===== src/rtl/core/lcgr_pkg.sv =====
// ----------------------------------------------------------------------------
// lcgr_pkg
// Shared constants and controller/datapath interface types for the 64-bit
// linear congruential random source.
// ----------------------------------------------------------------------------
package lcgr_pkg;

  localparam logic [63:0] LCG_MULT    = 64'd6364136223846793005;
  localparam logic [63:0] LCG_INC     = 64'd1442695040888963407;
  localparam logic [31:0] LCG_MULT_LO = LCG_MULT[31:0];
  localparam logic [31:0] LCG_MULT_HI = LCG_MULT[63:32];

  // Datapath operations issued by the controller.
  typedef logic [2:0] dp_op_t;
  localparam dp_op_t OP_NONE = 3'd0;  // hold
  localparam dp_op_t OP_LOAD = 3'd1;  // capture request, low x low product
  localparam dp_op_t OP_MUL1 = 3'd2;  // add increment, high x low product
  localparam dp_op_t OP_MUL2 = 3'd3;  // add cross term, low x high product
  localparam dp_op_t OP_MUL3 = 3'd4;  // add last cross term
  localparam dp_op_t OP_PREP = 3'd5;  // commit seed, set up the division
  localparam dp_op_t OP_DIV  = 3'd6;  // one restoring division step

  typedef struct packed {
    dp_op_t op;
    logic   out_load;
    logic   seed_wr;
  } lcgr_cmd_t;

  typedef struct packed {
    logic div_needed;
    logic div_last;
  } lcgr_status_t;

endpackage


===== src/rtl/core/lcgr_dp.sv =====
// ----------------------------------------------------------------------------
// lcgr_dp
// Datapath: seed register, shared 32x32 multiplier, restoring divider for
// the range reduction, and the result register.
// ----------------------------------------------------------------------------
module lcgr_dp (
  input  logic                 clk,
  input  logic                 rst,
  input  lcgr_pkg::lcgr_cmd_t  cmd,
  output lcgr_pkg::lcgr_status_t status,
  input  logic                 in_mode,
  input  logic [63:0]          in_low,
  input  logic [63:0]          in_high,
  input  logic [63:0]          cfg_data,
  output logic [63:0]          out_value,
  output logic                 out_err
);
  import lcgr_pkg::*;

  logic [63:0] seed;
  logic        mode_r;
  logic [63:0] low_r;
  logic [63:0] high_r;
  logic [63:0] prod;
  logic [63:0] acc;
  logic [63:0] divisor;
  logic [63:0] dividend;
  logic [63:0] rem;
  logic [5:0]  cnt;
  logic        err_r;

  logic [31:0] mul_a;
  logic [31:0] mul_b;
  logic [63:0] mul_p;
  logic [64:0] rem_sh;
  logic [64:0] rem_sub;
  logic        range_ok;
  logic [63:0] result;

  assign mul_a    = (cmd.op == OP_MUL1) ? seed[63:32] : seed[31:0];
  assign mul_b    = (cmd.op == OP_MUL2) ? LCG_MULT_HI : LCG_MULT_LO;
  assign mul_p    = {32'd0, mul_a} * {32'd0, mul_b};
  assign rem_sh   = {rem, dividend[63]};
  assign rem_sub  = rem_sh - {1'b0, divisor};
  assign range_ok = low_r < high_r;

  assign status.div_needed = mode_r && range_ok;
  assign status.div_last   = (cnt == '0);

  // Raw mode returns the new seed; an empty range returns its lower bound.
  always_comb begin
    priority if (err_r) begin
      result = low_r;
    end else if (mode_r) begin
      result = rem + low_r;
    end else begin
      result = seed;
    end
  end

  always_ff @(posedge clk) begin
    if (rst) begin
      seed <= '0;
    end else if (cmd.seed_wr) begin
      seed <= cfg_data;
    end else if (cmd.op == OP_PREP) begin
      seed <= acc;
    end
  end

  always_ff @(posedge clk) begin
    unique case (cmd.op)
      OP_LOAD: begin
        mode_r <= in_mode;
        low_r  <= in_low;
        high_r <= in_high;
        prod   <= mul_p;
      end
      OP_MUL1: begin
        acc  <= prod + LCG_INC;
        prod <= mul_p;
      end
      OP_MUL2: begin
        acc  <= acc + {prod[31:0], 32'd0};
        prod <= mul_p;
      end
      OP_MUL3: begin
        acc <= acc + {prod[31:0], 32'd0};
      end
      OP_PREP: begin
        divisor  <= high_r - low_r;
        dividend <= acc;
        rem      <= '0;
        cnt      <= 6'd63;
        err_r    <= mode_r && !range_ok;
      end
      OP_DIV: begin
        rem      <= rem_sub[64] ? rem_sh[63:0] : rem_sub[63:0];
        dividend <= {dividend[62:0], 1'b0};
        cnt      <= cnt - 6'd1;
      end
      default: begin
      end
    endcase
  end

  always_ff @(posedge clk) begin
    if (cmd.out_load) begin
      out_value <= result;
      out_err   <= err_r;
    end
  end

`ifndef SYNTHESIS
  // The partial remainder always stays below a nonzero divisor.
  a_rem_below_divisor: assert property (@(posedge clk) disable iff (rst)
    (cmd.op == OP_DIV) |-> (rem < divisor))
    else $error("remainder not below divisor");
`endif

endmodule


===== src/rtl/core/lcgr_ctrl.sv =====
// ----------------------------------------------------------------------------
// lcgr_ctrl
// Controller: sequences the multiply, the division and the result hand-off,
// and owns the handshakes of all three channels.
// ----------------------------------------------------------------------------
module lcgr_ctrl (
  input  logic                   clk,
  input  logic                   rst,
  input  logic                   s_valid,
  output logic                   s_ready,
  output logic                   m_valid,
  input  logic                   m_ready,
  input  logic                   cfg_valid,
  output logic                   cfg_ready,
  input  lcgr_pkg::lcgr_status_t status,
  output lcgr_pkg::lcgr_cmd_t    cmd
);
  import lcgr_pkg::*;

  localparam logic [2:0] ST_IDLE = 3'd0;
  localparam logic [2:0] ST_MUL1 = 3'd1;
  localparam logic [2:0] ST_MUL2 = 3'd2;
  localparam logic [2:0] ST_MUL3 = 3'd3;
  localparam logic [2:0] ST_PREP = 3'd4;
  localparam logic [2:0] ST_DIV  = 3'd5;
  localparam logic [2:0] ST_FIN  = 3'd6;

  logic [2:0] state;
  logic [2:0] state_next;
  logic       out_valid;
  logic       out_free;

  assign out_free  = !out_valid || m_ready;
  assign cfg_ready = (state == ST_IDLE);
  assign s_ready   = (state == ST_IDLE) && !cfg_valid;
  assign m_valid   = out_valid;

  always_comb begin
    state_next   = state;
    cmd.op       = OP_NONE;
    cmd.out_load = 1'b0;
    cmd.seed_wr  = cfg_valid && cfg_ready;
    unique case (state)
      ST_IDLE: begin
        if (s_valid && s_ready) begin
          cmd.op     = OP_LOAD;
          state_next = ST_MUL1;
        end
      end
      ST_MUL1: begin
        cmd.op     = OP_MUL1;
        state_next = ST_MUL2;
      end
      ST_MUL2: begin
        cmd.op     = OP_MUL2;
        state_next = ST_MUL3;
      end
      ST_MUL3: begin
        cmd.op     = OP_MUL3;
        state_next = ST_PREP;
      end
      ST_PREP: begin
        cmd.op     = OP_PREP;
        state_next = status.div_needed ? ST_DIV : ST_FIN;
      end
      ST_DIV: begin
        cmd.op = OP_DIV;
        if (status.div_last) begin
          state_next = ST_FIN;
        end
      end
      ST_FIN: begin
        if (out_free) begin
          cmd.out_load = 1'b1;
          state_next   = ST_IDLE;
        end
      end
      default: begin
        state_next = ST_IDLE;
      end
    endcase
  end

  always_ff @(posedge clk) begin
    if (rst) begin
      state     <= ST_IDLE;
      out_valid <= 1'b0;
    end else begin
      state <= state_next;
      if (cmd.out_load) begin
        out_valid <= 1'b1;
      end else if (m_ready) begin
        out_valid <= 1'b0;
      end
    end
  end

`ifndef SYNTHESIS
  a_accept_starts_mul: assert property (@(posedge clk) disable iff (rst)
    (s_valid && s_ready) |=> (state == ST_MUL1))
    else $error("accepted request did not start the multiply");

  a_no_overwrite: assert property (@(posedge clk) disable iff (rst)
    cmd.out_load |-> (!out_valid || m_ready))
    else $error("result register overwritten while still pending");

  a_cfg_excludes_input: assert property (@(posedge clk) disable iff (rst)
    !(cfg_valid && cfg_ready && s_valid && s_ready))
    else $error("seed write and request accepted together");

  a_load_sets_valid: assert property (@(posedge clk) disable iff (rst)
    cmd.out_load |=> out_valid)
    else $error("result loaded but not presented");
`endif

endmodule


===== src/rtl/core/lcg64_ranged_random.sv =====
// ----------------------------------------------------------------------------
// lcg64_ranged_random
// 64-bit linear congruential random source with optional range reduction.
// ----------------------------------------------------------------------------
// Each request beat advances a 64-bit seed with seed * 6364136223846793005 +
// 1442695040888963407 (mod 2^64) and returns one result beat. With mode 0
// the result is the new seed; with mode 1 it is (seed mod (high - low)) + low,
// keeping the small bias of a plain modulo. In mode 1 an empty or inverted range returns
// range_low with range_error set, and the seed still advances. Writing the
// configuration channel loads the seed at once; it is accepted only while no
// request is in flight. The multiply is split over one shared 32x32
// multiplier in four steps; in ranged mode with a valid range the modulo
// follows as a restoring divider that retires one quotient bit per cycle,
// 64 bits in all, and is skipped otherwise. A finished result waits
// in an output register, so the next request can already be accepted and
// worked on while the previous beat is still held by the consumer.
// ----------------------------------------------------------------------------
module lcg64_ranged_random (
  input  logic          clk,
  input  logic          rst,
  // Request channel.
  input  logic          s_axis_tvalid,
  output logic          s_axis_tready,
  input  logic [127:0]  s_axis_tdata,   // [63:0] range_low, [127:64] range_high
  input  logic          s_axis_tuser,   // [0] mode
  // Result channel.
  output logic          m_axis_tvalid,
  input  logic          m_axis_tready,
  output logic [63:0]   m_axis_tdata,   // [63:0] random_value
  output logic          m_axis_tuser,   // [0] range_error
  // Seed write channel.
  input  logic          cfg_valid,
  output logic          cfg_ready,
  input  logic [63:0]   cfg_data        // seed_value
);
  import lcgr_pkg::*;

  lcgr_cmd_t    cmd;
  lcgr_status_t status;

  // The controller runs the sequence and the handshakes; all arithmetic and
  // the result payload live in the datapath.
  lcgr_ctrl u_ctrl (
    .clk       (clk),
    .rst       (rst),
    .s_valid   (s_axis_tvalid),
    .s_ready   (s_axis_tready),
    .m_valid   (m_axis_tvalid),
    .m_ready   (m_axis_tready),
    .cfg_valid (cfg_valid),
    .cfg_ready (cfg_ready),
    .status    (status),
    .cmd       (cmd)
  );

  lcgr_dp u_dp (
    .clk       (clk),
    .rst       (rst),
    .cmd       (cmd),
    .status    (status),
    .in_mode   (s_axis_tuser),
    .in_low    (s_axis_tdata[63:0]),
    .in_high   (s_axis_tdata[127:64]),
    .cfg_data  (cfg_data),
    .out_value (m_axis_tdata),
    .out_err   (m_axis_tuser)
  );

endmodule

===== config.mk =====
export PLATFORM = sky130hd
export DESIGN_NAME = lcg64_ranged_random
export DESIGN_NICKNAME = d
export VERILOG_FILES = /design/src/rtl/core/lcgr_pkg.sv /design/src/rtl/core/lcgr_dp.sv /design/src/rtl/core/lcgr_ctrl.sv /design/src/rtl/core/lcg64_ranged_random.sv
export SDC_FILE = /design/constraint.sdc
export NUM_CORES = 2
export LEC_CHECK = 0
export ABC_CLOCK_PERIOD_IN_PS = 15200
export BUFFER_PORTS_ARGS = -buffer_cell sky130_fd_sc_hd__buf_2
export CORE_ASPECT_RATIO = 1.5
export CORE_UTILIZATION = 50
export DETAILED_ROUTE_END_ITERATION = 8
export PLACE_DENSITY = 0.69
export SLEW_MARGIN = 25
export SYNTH_ARGS = -nofsm -noshare
export SYNTH_HDL_FRONTEND = slang
export SYNTH_HIERARCHICAL = 1
export SYNTH_SLANG_ARGS = --single-unit
export TNS_END_PERCENT = 5

===== constraint.sdc =====
create_clock -name clk -period 15.2 [get_ports clk]
set_input_delay 3.04 -clock clk [delete_from_list [all_inputs] [get_ports clk]]
set_output_delay 3.04 -clock clk [all_outputs]
set_load 0.005 [all_outputs]

==> impl_results.md <==
* Worst setup margin at 2350 ps
* EDFF count, synth at 520
* YS warnings at 6
* Final min period at ~13000 ps
* Clock Path Buffers at 3
* Post-route setup TNS at 0 ps
* CP most frequent cell: fa_1
* Max-slew violation count at 0
* CTS Buf Count at 57
* Gates resized, CTS repair at 0
* Crit-path max cell delay at ~750 ps
* Worst path top cell family by delay: adder cells
* Register bit total from synthesis at 588
* FFs w/ async S/R, synth at 0%
* Clock skew at 52.2 ps
* Period Utilization, post-route at 84.5%
* Worst Setup Path Type: primary input to flip-flop
* CTS clk-pin slew, worst paths at 70 ps
* Drt wl/cell at 26.2 um
* HP Class: flip-flop to flip-flop
* Mean Syn Cell Area at 9.41 um2
* Synth Cell Area at 59400 um2
* Largest net degree at the start of global routing at 130
* Syn Inst Count at between 6000 and 7000
* Latest clock arrival within the worst-skew pair at 700 ps
* CTS tree: done
* Layout cells sized above 1 at 7.56%
* Total global-route track usage at 35.0%
* CORE AREA at 118000 um2
* Post-synthesis sequential area ratio at 28.6%
* Die width at 283 um
* IO buf count at 265
* Final Instance Area at 64500 um2
* Hold buffer count at CTS at 0
* Via/cell ratio at 5.85
* Site Rows at 154
* RSZ-0062 raised after global routing: no
* DIE AREA at 120000 um2
* Worst-path maximum fanout at 21
* Critical path arrival at around 13000 ps
* Final nets at approximately 8000
* Die Y-Extent at between 400 and 500 um
* Worst slew pin tran at 1080 ps
* Final setup violation count at 0
* Synth area leaders: edfxtp_1, fa_1, ha_1, inv_1, a21oi_1
* # fillers at 10700
* Slew margin rel. at 27.2%
* Setup WS pre-CTS at 1750 ps
* DR vias at around 47000
* Placed Area at just over 60000 um2
* Final number of hold-violating endpoints at 0
* Slowest cell on crit path: a211oi_1
* Layout Utilization at 54.8%
* Antenna violations before repair at 14
* Unique cell type count in the Yosys netlist at 94
* Synth Flop Type: edfxtp_1
* Routability congestion estimate at a little over 1
* Required @ worst endpoint at 15610 ps
* Sink Count at 588
* Iteration-0 DRC count of the detailed router at 3368
* Critical path buffers and inverters at 7
* Post-synth top area cell: edfxtp_1
* Total of max-cap violations at 0
* Crit end category: flip-flop
* DRT Wirelength at 212000 um
* DRT Pass-1 Iters at 6
* CP startpoint kind: primary input
* FMAX at 77.8 MHz
* Post-CTS Setup Repair Bufs at 0
* Grt total ovfl at 0
* Status: finished clean
* Routed Antenna Nets at 0
* # H-tree levels at 2
* First-pass GRT wire length at 309000 um
* Boundary Pins at 266
* DRC viols at 0
* Synth top area share at 26.3%
* Vias in the first global route at 49200
* Initial Util at 50.5%
* Area added between synthesis and finish at 8.55%
* CTS Root Buffer Type: clkbuf_16
* HPWL Detailed at 176000 um
[cell usage in the layout, fill, tap and decap left out, types with 58 or more instances in the layout]
| cell | instances |
|---|---|
| a21o_1 | 183 |
| a21oi_1 | 573 |
| buf_2 | 265 |
| clkbuf_16 | 58 |
| dfxtp_1 | 68 |
| edfxtp_1 | 520 |
| fa_1 | 538 |
| ha_1 | 645 |
| inv_1 | 976 |
| nand2_1 | 630 |
| nand3_1 | 118 |
| nand4_1 | 59 |
| nor2_1 | 399 |
| nor3_1 | 68 |
| o21ai_0 | 292 |
| xnor2_1 | 192 |
| xor2_1 | 121 |
[layer usage]
layer  track usage [%]  vias up  routed length (um)
met5                 0        -                  55
met4              31.4        8               22400
met3              3.91      659               10700
met2              60.6     1864              104000
met1              37.9    23200               75600
li1                  -    21700                   -
[tightest hold or removal path: stages (launching register included)]
cell and delay, ps:
edfxtp_1 320, nand2_1 40, nand2_1 50
[kinds of logic (layout without fill, tap and decap cells)]
logic type	count (synthesis)	in the layout	share of synthesized area [%]
mux	66	66	1.17
buf+inv	1191	1399	7.63
xor+xnor	313	313	4.61
fa+ha+maj	1183	1183	31.7
compound gates	1411	1411	14.4
simple gates	1558	1558	11.9
flops	588	588	28.6
other cells	2	41	0.0126
[area by class of cell]
cell class	instances	area (um2)	area share (%)
diodes	10	25.0	0.0388
clock buffers	64	1500	2.33
clock inverters	43	563	0.873
inverters	981	3680	5.71
multi-input cells	4562	38100	59.0
flip-flops and latches	588	17000	26.3
well taps	1560	1950	3.03
repair buffers	311	1710	2.65
[per-stage QoR]
stage	instances	hold slack, ps
2_1_floorplan	6341	424
3_3_place_gp	8002	488
3_5_place_dp	8002	492
4_1_cts	8109	480
5_1_grt	8113	514
6_report	8119	479
[worst paths after layout]
check	startpoint	end	slack [ps]	cells after the start
hold reg to reg	u_dp/dividend[19]$_DFFE_PP_	u_dp/dividend[20]$_DFFE_PP_	480	2
setup / recovery	cfg_valid	u_dp/prod[62]$_DFFE_PP_	2350	35
hold / removal	u_dp/dividend[19]$_DFFE_PP_	u_dp/dividend[20]$_DFFE_PP_	480	2
setup reg to reg	u_ctrl/state[0]$_SDFFE_PP0P_	u_dp/prod[62]$_DFFE_PP_	3980	31
[registers in the layout (all words and copies together) (netlist names)]
name / flops
u_dp/rem: 64
u_dp/divisor: 64
u_dp/out_err: 1
u_dp/acc: 64
u_dp/prod: 63
u_ctrl/state: 3
u_dp/err_r: 1
u_dp/low_r: 64
u_dp/mode_r: 1
u_dp/seed: 64
u_dp/out_value: 64
u_dp/high_r: 64
u_ctrl/m_valid: 1
u_dp/cnt: 6
u_dp/dividend: 64
[cells in the mapped netlist (8+ instances only)]
| cell type | n |
|---|---|
| nor2_1 | 401 |
| a21boi_0 | 13 |
| a22oi_1 | 11 |
| o21ai_1 | 17 |
| and3_1 | 42 |
| buf_1 | 19 |
| fa_1 | 538 |
| a211oi_1 | 45 |
| nor3b_1 | 17 |
| o21bai_1 | 48 |
| mux2_2 | 19 |
| a21o_1 | 183 |
| or3_1 | 19 |
| a21oi_1 | 574 |
| a41oi_1 | 9 |
| xnor2_1 | 192 |
| ha_1 | 645 |
| and4_1 | 10 |
| o21ai_0 | 294 |
| o2111ai_1 | 8 |
| inv_1 | 977 |
| nand2b_1 | 40 |
| buf_2 | 28 |
| o21a_1 | 38 |
| clkbuf_1 | 157 |
| and2_1 | 33 |
| nor3_1 | 68 |
| dfxtp_1 | 68 |
| nand4_1 | 59 |
| xor2_1 | 121 |
| nand3_1 | 118 |
| nand2_1 | 632 |
| or2_2 | 17 |
| o31ai_1 | 21 |
| nor2b_1 | 57 |
| nor4_1 | 20 |
| a211o_1 | 8 |
| edfxtp_1 | 520 |
| a31oi_1 | 35 |
| o211ai_1 | 20 |
| mux2i_1 | 46 |
Power is not shown: default switching activity piles up to over one toggle a cycle in this logic, so the estimate is an artifact.
